<file path="config.mk">
export PLATFORM = sky130hd
export DESIGN_NAME = midi_pad_learn_sequencer_unit_flat
export DESIGN_NICKNAME = d
export VERILOG_FILES = /design/src/rtl/core/mpls_pkg.sv /design/src/rtl/core/mpls_ifs.sv /design/src/rtl/core/mpls_dp.sv /design/src/rtl/core/mpls_ctrl.sv /design/src/rtl/core/midi_pad_learn_sequencer_unit.sv /design/src/flat_wrapper.sv
export SDC_FILE = /design/constraint.sdc
export NUM_CORES = 1
export LEC_CHECK = 0
export CAP_MARGIN = 40
export CORE_MARGIN = 1
export CORE_UTILIZATION = 50
export CTS_CLUSTER_DIAMETER = 120
export DETAILED_ROUTE_END_ITERATION = 8
export DONT_BUFFER_PORTS = 1
export PLACE_DENSITY = 0.76
export SLEW_MARGIN = 20
export SYNTH_ARGS = -nofsm -noshare
export SYNTH_HDL_FRONTEND = slang
export SYNTH_HIERARCHICAL = 1
export SYNTH_SLANG_ARGS = --single-unit
export TNS_END_PERCENT = 1
</file>
<file path="constraint.sdc">
create_clock -name clk -period 6.4 [get_ports clk]
set_input_delay 0.96 -clock clk [delete_from_list [all_inputs] [get_ports clk]]
set_output_delay 0.96 -clock clk [all_outputs]
set_load 0.005 [all_outputs]
</file>
<file path="src/rtl/core/mpls_pkg.sv">
// ----------------------------------------------------------------------------
// MIDI pad learn sequencer package
// Shared widths, codes, state and command/status types.
// ----------------------------------------------------------------------------
package mpls_pkg;

  localparam int TABLE_SLOTS_DEF = 9;

  localparam int GUARD_W = 20;
  localparam int TIME_W  = 48;
  localparam int SRC_W   = 18;
  localparam int CNT_O_W = 4;

  localparam logic [GUARD_W-1:0] GUARD_RST = 20'd350000;

  // MIDI message type codes
  localparam logic [2:0] MT_NOTE_OFF = 3'd0;
  localparam logic [2:0] MT_NOTE_ON  = 3'd1;
  localparam logic [2:0] MT_CC       = 3'd2;

  typedef enum logic [2:0] {
    ST_IGNORED   = 3'd0,
    ST_GUARDED   = 3'd1,
    ST_DUPLICATE = 3'd2,
    ST_CAPTURED  = 3'd3,
    ST_COMPLETE  = 3'd4,
    ST_STARTED   = 3'd5
  } status_t;

  typedef enum logic [1:0] {
    S_IDLE,
    S_EVAL,
    S_SCAN,
    S_DONE
  } state_t;

  // controller -> datapath
  typedef struct packed {
    logic    load;
    logic    start;
    logic    rel_chk;
    logic    scan_start;
    logic    scan_step;
    logic    capture;
    logic    out_load;
    status_t res;
  } cmd_t;

  // datapath -> controller
  typedef struct packed {
    logic is_start;
    logic waiting;
    logic ignore;
    logic early;
    logic cnt_zero;
    logic cap_last;
    logic scan_hit;
    logic scan_end;
  } stat_t;

endpackage

</file>
<file path="src/rtl/core/mpls_ifs.sv">
// ----------------------------------------------------------------------------
// MIDI pad learn sequencer channel interfaces
// Event input, result output and guard-time write channels.
// ----------------------------------------------------------------------------
interface mpls_in_if;
  logic        valid;
  logic        ready;
  logic        kind;
  logic [2:0]  msg_type;
  logic [3:0]  channel;
  logic [6:0]  data_one;
  logic [6:0]  data_two;
  logic [3:0]  cable;
  logic [47:0] time_us;

  modport source (output valid, kind, msg_type, channel, data_one, data_two, cable, time_us,
                  input ready);
  modport sink   (input valid, kind, msg_type, channel, data_one, data_two, cable, time_us,
                  output ready);
endinterface

interface mpls_out_if;
  logic       valid;
  logic       ready;
  logic [2:0] status;
  logic [3:0] filled_count;
  logic [3:0] next_slot;
  logic       learning_on;
  logic       release_wait;

  modport source (output valid, status, filled_count, next_slot, learning_on, release_wait,
                  input ready);
  modport sink   (input valid, status, filled_count, next_slot, learning_on, release_wait,
                  output ready);
endinterface

interface mpls_cfg_if;
  logic        valid;
  logic        ready;
  logic [19:0] data;

  modport source (output valid, data, input ready);
  modport sink   (input valid, data, output ready);
endinterface

</file>
<file path="src/rtl/core/mpls_dp.sv">
// ----------------------------------------------------------------------------
// MIDI pad learn sequencer datapath
// Word register, slot table, learn state, guard deadline and result register.
// ----------------------------------------------------------------------------
module mpls_dp #(
  parameter int TABLE_SLOTS = mpls_pkg::TABLE_SLOTS_DEF
) (
  input  logic                         clk,
  input  logic                         rst_n,
  input  mpls_pkg::cmd_t               cmd,
  output mpls_pkg::stat_t              stat,
  input  logic                         in_kind,
  input  logic [2:0]                   in_msg_type,
  input  logic [3:0]                   in_channel,
  input  logic [6:0]                   in_data_one,
  input  logic [6:0]                   in_data_two,
  input  logic [3:0]                   in_cable,
  input  logic [mpls_pkg::TIME_W-1:0]  in_time_us,
  input  logic                         cfg_valid,
  input  logic [mpls_pkg::GUARD_W-1:0] cfg_data,
  output logic [2:0]                   out_status,
  output logic [mpls_pkg::CNT_O_W-1:0] out_filled_count,
  output logic [mpls_pkg::CNT_O_W-1:0] out_next_slot,
  output logic                         out_learning_on,
  output logic                         out_release_wait
);

  localparam int IW = (TABLE_SLOTS > 1) ? $clog2(TABLE_SLOTS) : 1;
  localparam int CW = $clog2(TABLE_SLOTS + 1);
  localparam int TW = mpls_pkg::TIME_W;
  localparam logic [CW-1:0] SLOTS_C = CW'(TABLE_SLOTS);
  localparam logic [CW-1:0] LAST_C  = CW'(TABLE_SLOTS - 1);

  // latched word
  logic          kind_r;
  logic [2:0]    type_r;
  logic [3:0]    ch_r;
  logic [6:0]    num_r;
  logic [6:0]    val_r;
  logic [3:0]    cab_r;
  logic [TW-1:0] time_r;

  // learn state
  logic [CW-1:0]                   cnt_r;
  logic [mpls_pkg::SRC_W-1:0]      held_r;
  logic                            wait_r;
  logic                            learn_r;
  logic [TW-1:0]                   after_r;
  logic [mpls_pkg::GUARD_W-1:0]    guard_r;

  // slot table and scan pipe
  logic [mpls_pkg::SRC_W-1:0] slot_mem [TABLE_SLOTS];
  logic [CW-1:0]              rd_idx_r;
  logic                       rd_vld_r;
  logic [mpls_pkg::SRC_W-1:0] rd_data_r;

  mpls_pkg::status_t out_status_r;
  logic [mpls_pkg::CNT_O_W-1:0] out_filled_r;
  logic [mpls_pkg::CNT_O_W-1:0] out_next_r;
  logic out_learn_r;
  logic out_wait_r;

  logic [mpls_pkg::SRC_W-1:0] src;
  logic [2:0]                 held_type;
  logic                       rel_kind;
  logic                       rel_hit;
  logic                       full;
  logic                       rd_go;
  logic [TW:0]                dl_sum;
  logic [TW-1:0]              dl_sat;

  assign src       = {type_r, ch_r, num_r, cab_r};
  assign held_type = held_r[mpls_pkg::SRC_W-1 -: 3];
  assign full      = (cnt_r >= SLOTS_C);
  assign rd_go     = cmd.scan_step && (rd_idx_r < cnt_r);

  // release of the held source: same channel, number and cable
  always_comb begin
    rel_kind = ((held_type == mpls_pkg::MT_NOTE_ON) &&
                ((type_r == mpls_pkg::MT_NOTE_OFF) ||
                 ((type_r == mpls_pkg::MT_NOTE_ON) && (val_r == '0)))) ||
               ((held_type == mpls_pkg::MT_CC) && (type_r == mpls_pkg::MT_CC) &&
                (val_r == '0));
    rel_hit  = rel_kind && (src[14:0] == held_r[14:0]);
  end

  // guard deadline, saturating at the top of the time range
  always_comb begin
    dl_sum = {1'b0, time_r} + (TW + 1)'(guard_r);
    dl_sat = dl_sum[TW] ? '1 : dl_sum[TW-1:0];
  end

  // status to controller
  always_comb begin
    stat.is_start = !kind_r;
    stat.waiting  = wait_r;
    stat.ignore   = !learn_r ||
                    !((type_r == mpls_pkg::MT_NOTE_ON) || (type_r == mpls_pkg::MT_CC)) ||
                    (val_r == '0);
    stat.early    = (time_r < after_r);
    stat.cnt_zero = (cnt_r == '0);
    stat.cap_last = (cnt_r >= LAST_C);
    stat.scan_hit = rd_vld_r && (rd_data_r == src);
    stat.scan_end = !rd_vld_r && (rd_idx_r == cnt_r);
  end

  // control state
  always_ff @(posedge clk) begin
    if (!rst_n) begin
      cnt_r    <= '0;
      held_r   <= '0;
      wait_r   <= 1'b0;
      learn_r  <= 1'b0;
      after_r  <= '0;
      guard_r  <= mpls_pkg::GUARD_RST;
      rd_idx_r <= '0;
      rd_vld_r <= 1'b0;
    end else begin
      if (cfg_valid) begin
        guard_r <= cfg_data;
      end
      if (cmd.start) begin
        cnt_r   <= '0;
        after_r <= '0;
        learn_r <= 1'b1;
        wait_r  <= 1'b0;
      end
      if (cmd.rel_chk && rel_hit) begin
        wait_r <= 1'b0;
      end
      if (cmd.capture) begin
        if (full) begin
          learn_r <= 1'b0;
        end else begin
          cnt_r   <= CW'(cnt_r + 1'b1);
          held_r  <= src;
          wait_r  <= 1'b1;
          after_r <= dl_sat;
          if (cnt_r == LAST_C) begin
            learn_r <= 1'b0;
          end
        end
      end
      // scan pointer: one slot read per cycle
      if (cmd.scan_start) begin
        rd_idx_r <= '0;
        rd_vld_r <= 1'b0;
      end else if (cmd.scan_step) begin
        if (rd_go) begin
          rd_idx_r <= CW'(rd_idx_r + 1'b1);
          rd_vld_r <= 1'b1;
        end else begin
          rd_vld_r <= 1'b0;
        end
      end
    end
  end

  // word register, slot table and result register
  always_ff @(posedge clk) begin
    if (cmd.load) begin
      kind_r <= in_kind;
      type_r <= in_msg_type;
      ch_r   <= in_channel;
      num_r  <= in_data_one;
      val_r  <= in_data_two;
      cab_r  <= in_cable;
      time_r <= in_time_us;
    end
    if (cmd.capture && !full) begin
      slot_mem[cnt_r[IW-1:0]] <= src;
    end
    if (rd_go) begin
      rd_data_r <= slot_mem[rd_idx_r[IW-1:0]];
    end
    if (cmd.out_load) begin
      out_status_r <= cmd.res;
      out_filled_r <= mpls_pkg::CNT_O_W'(cnt_r);
      out_next_r   <= full ? mpls_pkg::CNT_O_W'(LAST_C) : mpls_pkg::CNT_O_W'(cnt_r);
      out_learn_r  <= learn_r;
      out_wait_r   <= wait_r;
    end
  end

  assign out_status       = out_status_r;
  assign out_filled_count = out_filled_r;
  assign out_next_slot    = out_next_r;
  assign out_learning_on  = out_learn_r;
  assign out_release_wait = out_wait_r;

endmodule

</file>
<file path="src/rtl/core/mpls_ctrl.sv">
// ----------------------------------------------------------------------------
// MIDI pad learn sequencer controller
// Sequences one word: decode, table scan, update and result handoff.
// ----------------------------------------------------------------------------
module mpls_ctrl (
  input  logic            clk,
  input  logic            rst_n,
  input  logic            in_valid,
  output logic            in_ready,
  output logic            out_valid,
  input  logic            out_ready,
  input  mpls_pkg::stat_t stat,
  output mpls_pkg::cmd_t  cmd
);

  mpls_pkg::state_t  state_r;
  mpls_pkg::state_t  state_nxt;
  mpls_pkg::status_t res_r;
  mpls_pkg::status_t res_nxt;
  logic              out_vld_r;
  logic              out_vld_nxt;
  logic              out_free;

  assign out_free = !out_vld_r || out_ready;

  // next state
  always_comb begin
    state_nxt = state_r;
    unique case (state_r)
      mpls_pkg::S_IDLE: begin
        if (in_valid) state_nxt = mpls_pkg::S_EVAL;
      end
      mpls_pkg::S_EVAL: begin
        if (stat.is_start || stat.waiting || stat.ignore || stat.early || stat.cnt_zero)
          state_nxt = mpls_pkg::S_DONE;
        else
          state_nxt = mpls_pkg::S_SCAN;
      end
      mpls_pkg::S_SCAN: begin
        if (stat.scan_hit || stat.scan_end) state_nxt = mpls_pkg::S_DONE;
      end
      mpls_pkg::S_DONE: begin
        if (out_free) state_nxt = mpls_pkg::S_IDLE;
      end
      default: state_nxt = mpls_pkg::S_IDLE;
    endcase
  end

  // commands and result code
  always_comb begin
    cmd         = '0;
    cmd.res     = res_r;
    res_nxt     = res_r;
    in_ready    = 1'b0;
    out_vld_nxt = out_vld_r && !out_ready;
    unique case (state_r)
      mpls_pkg::S_IDLE: begin
        in_ready = 1'b1;
        cmd.load = in_valid;
      end
      mpls_pkg::S_EVAL: begin
        if (stat.is_start) begin
          cmd.start = 1'b1;
          res_nxt   = mpls_pkg::ST_STARTED;
        end else if (stat.waiting) begin
          cmd.rel_chk = 1'b1;
          res_nxt     = mpls_pkg::ST_GUARDED;
        end else if (stat.ignore) begin
          res_nxt = mpls_pkg::ST_IGNORED;
        end else if (stat.early) begin
          res_nxt = mpls_pkg::ST_GUARDED;
        end else if (stat.cnt_zero) begin
          cmd.capture = 1'b1;
          res_nxt     = stat.cap_last ? mpls_pkg::ST_COMPLETE : mpls_pkg::ST_CAPTURED;
        end else begin
          cmd.scan_start = 1'b1;
        end
      end
      mpls_pkg::S_SCAN: begin
        cmd.scan_step = 1'b1;
        if (stat.scan_hit) begin
          res_nxt = mpls_pkg::ST_DUPLICATE;
        end else if (stat.scan_end) begin
          cmd.capture = 1'b1;
          res_nxt     = stat.cap_last ? mpls_pkg::ST_COMPLETE : mpls_pkg::ST_CAPTURED;
        end
      end
      mpls_pkg::S_DONE: begin
        if (out_free) begin
          cmd.out_load = 1'b1;
          out_vld_nxt  = 1'b1;
        end
      end
      default: begin
        in_ready = 1'b0;
      end
    endcase
  end

  always_ff @(posedge clk) begin
    if (!rst_n) begin
      state_r   <= mpls_pkg::S_IDLE;
      res_r     <= mpls_pkg::ST_IGNORED;
      out_vld_r <= 1'b0;
    end else begin
      state_r   <= state_nxt;
      res_r     <= res_nxt;
      out_vld_r <= out_vld_nxt;
    end
  end

  assign out_valid = out_vld_r;

endmodule

</file>
<file path="src/rtl/core/midi_pad_learn_sequencer_unit.sv">
// Each word goes from idle (accept) through the evaluate state, the scan state when it
// needs a scan of the learned slots (one slot table read per cycle), and the done state,
// which loads the result register once that register is free; a new word is taken
// while the previous result waits in the output register.
// Reset (rst_n low, synchronous): learning off, count, deadline and release
// wait cleared, guard time back to 350000 us; slot table contents are kept.
// ----------------------------------------------------------------------------
// MIDI pad learn sequencer, top level
// Learns pad sources into a slot table with release wait and guard deadline.
// ----------------------------------------------------------------------------
module midi_pad_learn_sequencer_unit #(
  parameter int TABLE_SLOTS = mpls_pkg::TABLE_SLOTS_DEF
) (
  input  logic       clk,
  input  logic       rst_n,
  mpls_in_if.sink    in_if,
  mpls_out_if.source out_if,
  mpls_cfg_if.sink   cfg_if
);

  mpls_pkg::cmd_t  cmd;
  mpls_pkg::stat_t stat;

  // guard time register always takes writes
  assign cfg_if.ready = 1'b1;

  mpls_ctrl u_ctrl (
    .clk       (clk),
    .rst_n     (rst_n),
    .in_valid  (in_if.valid),
    .in_ready  (in_if.ready),
    .out_valid (out_if.valid),
    .out_ready (out_if.ready),
    .stat      (stat),
    .cmd       (cmd)
  );

  mpls_dp #(
    .TABLE_SLOTS (TABLE_SLOTS)
  ) u_dp (
    .clk              (clk),
    .rst_n            (rst_n),
    .cmd              (cmd),
    .stat             (stat),
    .in_kind          (in_if.kind),
    .in_msg_type      (in_if.msg_type),
    .in_channel       (in_if.channel),
    .in_data_one      (in_if.data_one),
    .in_data_two      (in_if.data_two),
    .in_cable         (in_if.cable),
    .in_time_us       (in_if.time_us),
    .cfg_valid        (cfg_if.valid),
    .cfg_data         (cfg_if.data),
    .out_status       (out_if.status),
    .out_filled_count (out_if.filled_count),
    .out_next_slot    (out_if.next_slot),
    .out_learning_on  (out_if.learning_on),
    .out_release_wait (out_if.release_wait)
  );

endmodule

</file>
<file path="src/flat_wrapper.sv">
// flat-port wrapper written by rule: the top's interface ports become plain ports
module midi_pad_learn_sequencer_unit_flat 
#(
  parameter int TABLE_SLOTS = mpls_pkg::TABLE_SLOTS_DEF
)
  (clk, rst_n, in_if_valid, in_if_kind, in_if_msg_type, in_if_channel, in_if_data_one, in_if_data_two, in_if_cable, in_if_time_us, in_if_ready, out_if_valid, out_if_status, out_if_filled_count, out_if_next_slot, out_if_learning_on, out_if_release_wait, out_if_ready, cfg_if_valid, cfg_if_data, cfg_if_ready);
  mpls_in_if in_if_i ();
  mpls_out_if out_if_i ();
  mpls_cfg_if cfg_if_i ();
  input  logic clk;
  input  logic rst_n;
  input wire logic [$bits(in_if_i.valid)-1:0] in_if_valid;
  input wire logic [$bits(in_if_i.kind)-1:0] in_if_kind;
  input wire logic [$bits(in_if_i.msg_type)-1:0] in_if_msg_type;
  input wire logic [$bits(in_if_i.channel)-1:0] in_if_channel;
  input wire logic [$bits(in_if_i.data_one)-1:0] in_if_data_one;
  input wire logic [$bits(in_if_i.data_two)-1:0] in_if_data_two;
  input wire logic [$bits(in_if_i.cable)-1:0] in_if_cable;
  input wire logic [$bits(in_if_i.time_us)-1:0] in_if_time_us;
  output wire logic [$bits(in_if_i.ready)-1:0] in_if_ready;
  output wire logic [$bits(out_if_i.valid)-1:0] out_if_valid;
  output wire logic [$bits(out_if_i.status)-1:0] out_if_status;
  output wire logic [$bits(out_if_i.filled_count)-1:0] out_if_filled_count;
  output wire logic [$bits(out_if_i.next_slot)-1:0] out_if_next_slot;
  output wire logic [$bits(out_if_i.learning_on)-1:0] out_if_learning_on;
  output wire logic [$bits(out_if_i.release_wait)-1:0] out_if_release_wait;
  input wire logic [$bits(out_if_i.ready)-1:0] out_if_ready;
  input wire logic [$bits(cfg_if_i.valid)-1:0] cfg_if_valid;
  input wire logic [$bits(cfg_if_i.data)-1:0] cfg_if_data;
  output wire logic [$bits(cfg_if_i.ready)-1:0] cfg_if_ready;
  assign in_if_i.valid = in_if_valid;
  assign in_if_i.kind = in_if_kind;
  assign in_if_i.msg_type = in_if_msg_type;
  assign in_if_i.channel = in_if_channel;
  assign in_if_i.data_one = in_if_data_one;
  assign in_if_i.data_two = in_if_data_two;
  assign in_if_i.cable = in_if_cable;
  assign in_if_i.time_us = in_if_time_us;
  assign in_if_ready = in_if_i.ready;
  assign out_if_valid = out_if_i.valid;
  assign out_if_status = out_if_i.status;
  assign out_if_filled_count = out_if_i.filled_count;
  assign out_if_next_slot = out_if_i.next_slot;
  assign out_if_learning_on = out_if_i.learning_on;
  assign out_if_release_wait = out_if_i.release_wait;
  assign out_if_i.ready = out_if_ready;
  assign cfg_if_i.valid = cfg_if_valid;
  assign cfg_if_i.data = cfg_if_data;
  assign cfg_if_ready = cfg_if_i.ready;
  midi_pad_learn_sequencer_unit #(.TABLE_SLOTS(TABLE_SLOTS)) u_core (.clk(clk), .rst_n(rst_n), .in_if(in_if_i), .out_if(out_if_i), .cfg_if(cfg_if_i));
endmodule
</file>
==> metrics <==
R2R cell count 13; htree depth 2; GR Overflow Total 0; hold_buf cts 0; Num Clock Sinks 370; first-pass GRT wire length 54,900 um; Min Hold Slack 0.439 ns; residual DRC count 0; HP Start u_core/u_ctrl/res_r[2]$_SDFFE_PN0P_; initial core utilization 0.514; design area between 0.015 and 0.02 mm2; CP arrival ~5.3 ns; nets@finish ~1,400; setup_tns 0 ns; Final Setup Violations 0; Reg-to-Reg Start u_core/u_dp/time_r[21]$_DFFE_PP_; crit path from u_core/u_dp/time_r[21]$_DFFE_PP_; number of flops mapped to enable cells by yosys around 270; CTS root buffer clkbuf_16; clk_skew around 0.013 ns; TritonCTS Buffers 38; Static Leak a little over 6 nW; number of DRC markers in iteration 0 700; CP max FO 18; Final min period around 5 ns; antenna violations before repair 4; Post-synth ARST share 0; Die H about 180 um; 1st-pass router iterations 5; Avg Cell Area, Syn about 14 um2; Critical path destination u_core/u_dp/slot_mem[6][4]$_DFFE_PP_; Worst EP required between 6 and 7 ns; outcome complete, no violations; P per Cell Area approximately 360 mW/mm2; PostCTS Resize Cnt 0; Die Wd between 150 and 200 um; share of cells above drive strength 1 0.118; Overall Global Routing Usage 0.211; unrepaired setup endpoints after global routing no; DP Cell Count approximately 1,600; # rows 65; top_reg_cell synth edfxtp_1; Mapped Area around 0.016 mm2; Slew headroom 0.490; Mapped Nets about 1,400; setup bufs post-CTS 0; CTS clk-pin slew, worst paths about 0.060 ns; post-DP HPWL ~23,000 um; Non-Filler Instances ~1,700; r2r endpoint u_core/u_dp/slot_mem[6][4]$_DFFE_PP_; Die Area around 0.033 mm2; Seq/Total Area, Yosys 0.615; #FFs+latches synth 370; core box area about 0.032 mm2; PortBufs 0; Critical Path End Type flop; flop-to-flop setup slack roughly 1.4 ns; post-route ant nets 0; largest net degree at the start of global routing 67; crit start category flop; Layout Area Growth over Synthesis 12.2%; clock buffer depth 3; Fmax ~200 MHz; Netlist cell types 72; final wirelength approximately 34,000 um; Skew-Pair Late Insertion Delay 0.52 ns; WS Path Type flop to flop; drt via density a little under 6; Syn Inst Count roughly 1,200; CTS tree built; DR WL/cell approximately 20 um; Tightest Pin Transition roughly 0.76 ns; period utilization 0.785; boundary pin count 115; YS warnings 6; number of global-route vias before repair around 10,000; Max-Cap Viols 0; Final Hold Viols 0; RePlAce Congestion roughly 0.84; final slew viol count 0; DR vias between 9,000 and 10,000; Post-DP Area ~0.017 mm2; Hold Crit Class flop to flop; Worst VDD drop ~0.23 mV
==> per-layer routing <==
layer  vias to the layer above  track usage  part of all wire
li1                       4605            -                 -
met1                      4793        0.269              0.42
met2                       332        0.367              0.50
met3                        77       0.0351             0.055
met4                         4       0.0723             0.026
met5                         -            0           0.00079
==> worst min path at each step <==
stage | end | cells after the start
2_1_floorplan | u_core/u_dp/out_filled_count[3]$_DFFE_PP_ | 0
3_3_place_gp | u_core/u_dp/out_status[2]$_DFFE_PP_ | 0
3_5_place_dp | u_core/u_dp/out_status[2]$_DFFE_PP_ | 0
4_1_cts | u_core/u_dp/out_status[2]$_DFFE_PP_ | 0
5_1_grt | u_core/u_dp/out_status[2]$_DFFE_PP_ | 0
6_report | u_core/u_dp/out_status[2]$_DFFE_PP_ | 0
==> synthesized netlist by cell type (all sizes together), types with 5 or more instances <==
cell type  instances  share of area
a31oi              7         0.0027
nand2b             8         0.0031
a21boi            22          0.010
or4                5         0.0025
edfxtp           267           0.49
mux4              36          0.050
xnor2             44          0.024
nor2b             20         0.0076
ha                82          0.063
and3              17         0.0066
nand3             14         0.0043
inv               65          0.015
and2              11         0.0043
dfxtp            103           0.13
nor2              34         0.0078
nand4             18         0.0069
a21o              29          0.013
nand2            103          0.024
buf               10         0.0029
nor3              13         0.0040
nor4               5         0.0023
xor2              34          0.018
a21oi             35          0.011
a211oi             5         0.0023
o21ai             45          0.014
mux2i             41          0.025
a221oi            42          0.022
clkbuf            37         0.0085
==> critical path: stages (launching register included) <==
cell and delay [ns]:
edfxtp_1 0.50, ha_1 0.35, nand4_1 0.07, nor2_1 0.13
or4b_2 0.60, o211ai_1 0.26, a41oi_1 0.22, o21a_1 0.28
nor4_2 0.33, nand3_1 0.13, a21oi_1 0.42, and2_1 0.58
and3_1 0.61, buf_6 0.24
==> layout by cell type, fill, tap and decap left out, drive strengths merged, types with 34 or more instances in the layout <==
cell type  count
edfxtp       267
xnor2         44
nand2        103
ha            82
a221oi        42
clkbuf        53
xor2          34
nor2          34
dfxtp        103
o21ai         45
mux4          36
mux2i         41
inv           65
a21oi         35
==> power breakdown <==
group / total, W / switching (W) / leakage [nW] / internal, W
logic: 0.00123 / 0.000714 / 2.33 / 0.000511
clock network: 0.00228 / 0.000898 / 0.634 / 0.00138
registers: 0.00315 / 0.000227 / 3.27 / 0.00292
total: 0.00665 / 0.00184 / 6.23 / 0.00481
==> layout make-up <==
| cell class | count | area [um2] |
|---|---|---|
| timing repair buffer | 29 | 303 |
| multi-input combinational | 727 | 5900 |
| clock buffer | 53 | 1110 |
| clock inverter | 17 | 194 |
| tap | 435 | 544 |
| fill | 2539 | 13500 |
| sequential | 370 | 10100 |
| antenna | 2 | 5.00 |
| inverter | 65 | 244 |
==> through the flow <==
stage	total power, W	utilization	setup slack (ns)
finish	0.00665	0.577	1.38
CTS	0.00668	0.575	1.40
detailed placement	0.00440	0.534	1.40
floorplan	0.00403	-	1.41
global route	0.00697	0.577	1.11
global placement	0.00434	0.530	1.33
==> cell families (layout without fill, tap and decap cells) <==
family	after synthesis	after routing	share of synthesized area
buf+inv	112	164	0.0263
compound gates	222	222	0.0961
flops	370	370	0.615
other cells	1	3	0.000229
simple gates	266	266	0.0818
mux	77	77	0.0746
xor+xnor	78	78	0.0417
fa+ha+maj	83	83	0.0639
==> flip-flops by register name, summed over array words and instances (netlist names), 7 cells and up <==
signal,count
u_core/u_dp/held_r,18
u_core/u_dp/time_r,48
u_core/u_dp/after_r,48
u_core/u_dp/guard_r,20
u_core/u_dp/val_r,7
u_core/u_dp/rd_data_r,18
u_core/u_dp/slot_mem,162
u_core/u_dp/num_r,7
Power figures use the tool's default switching activity.
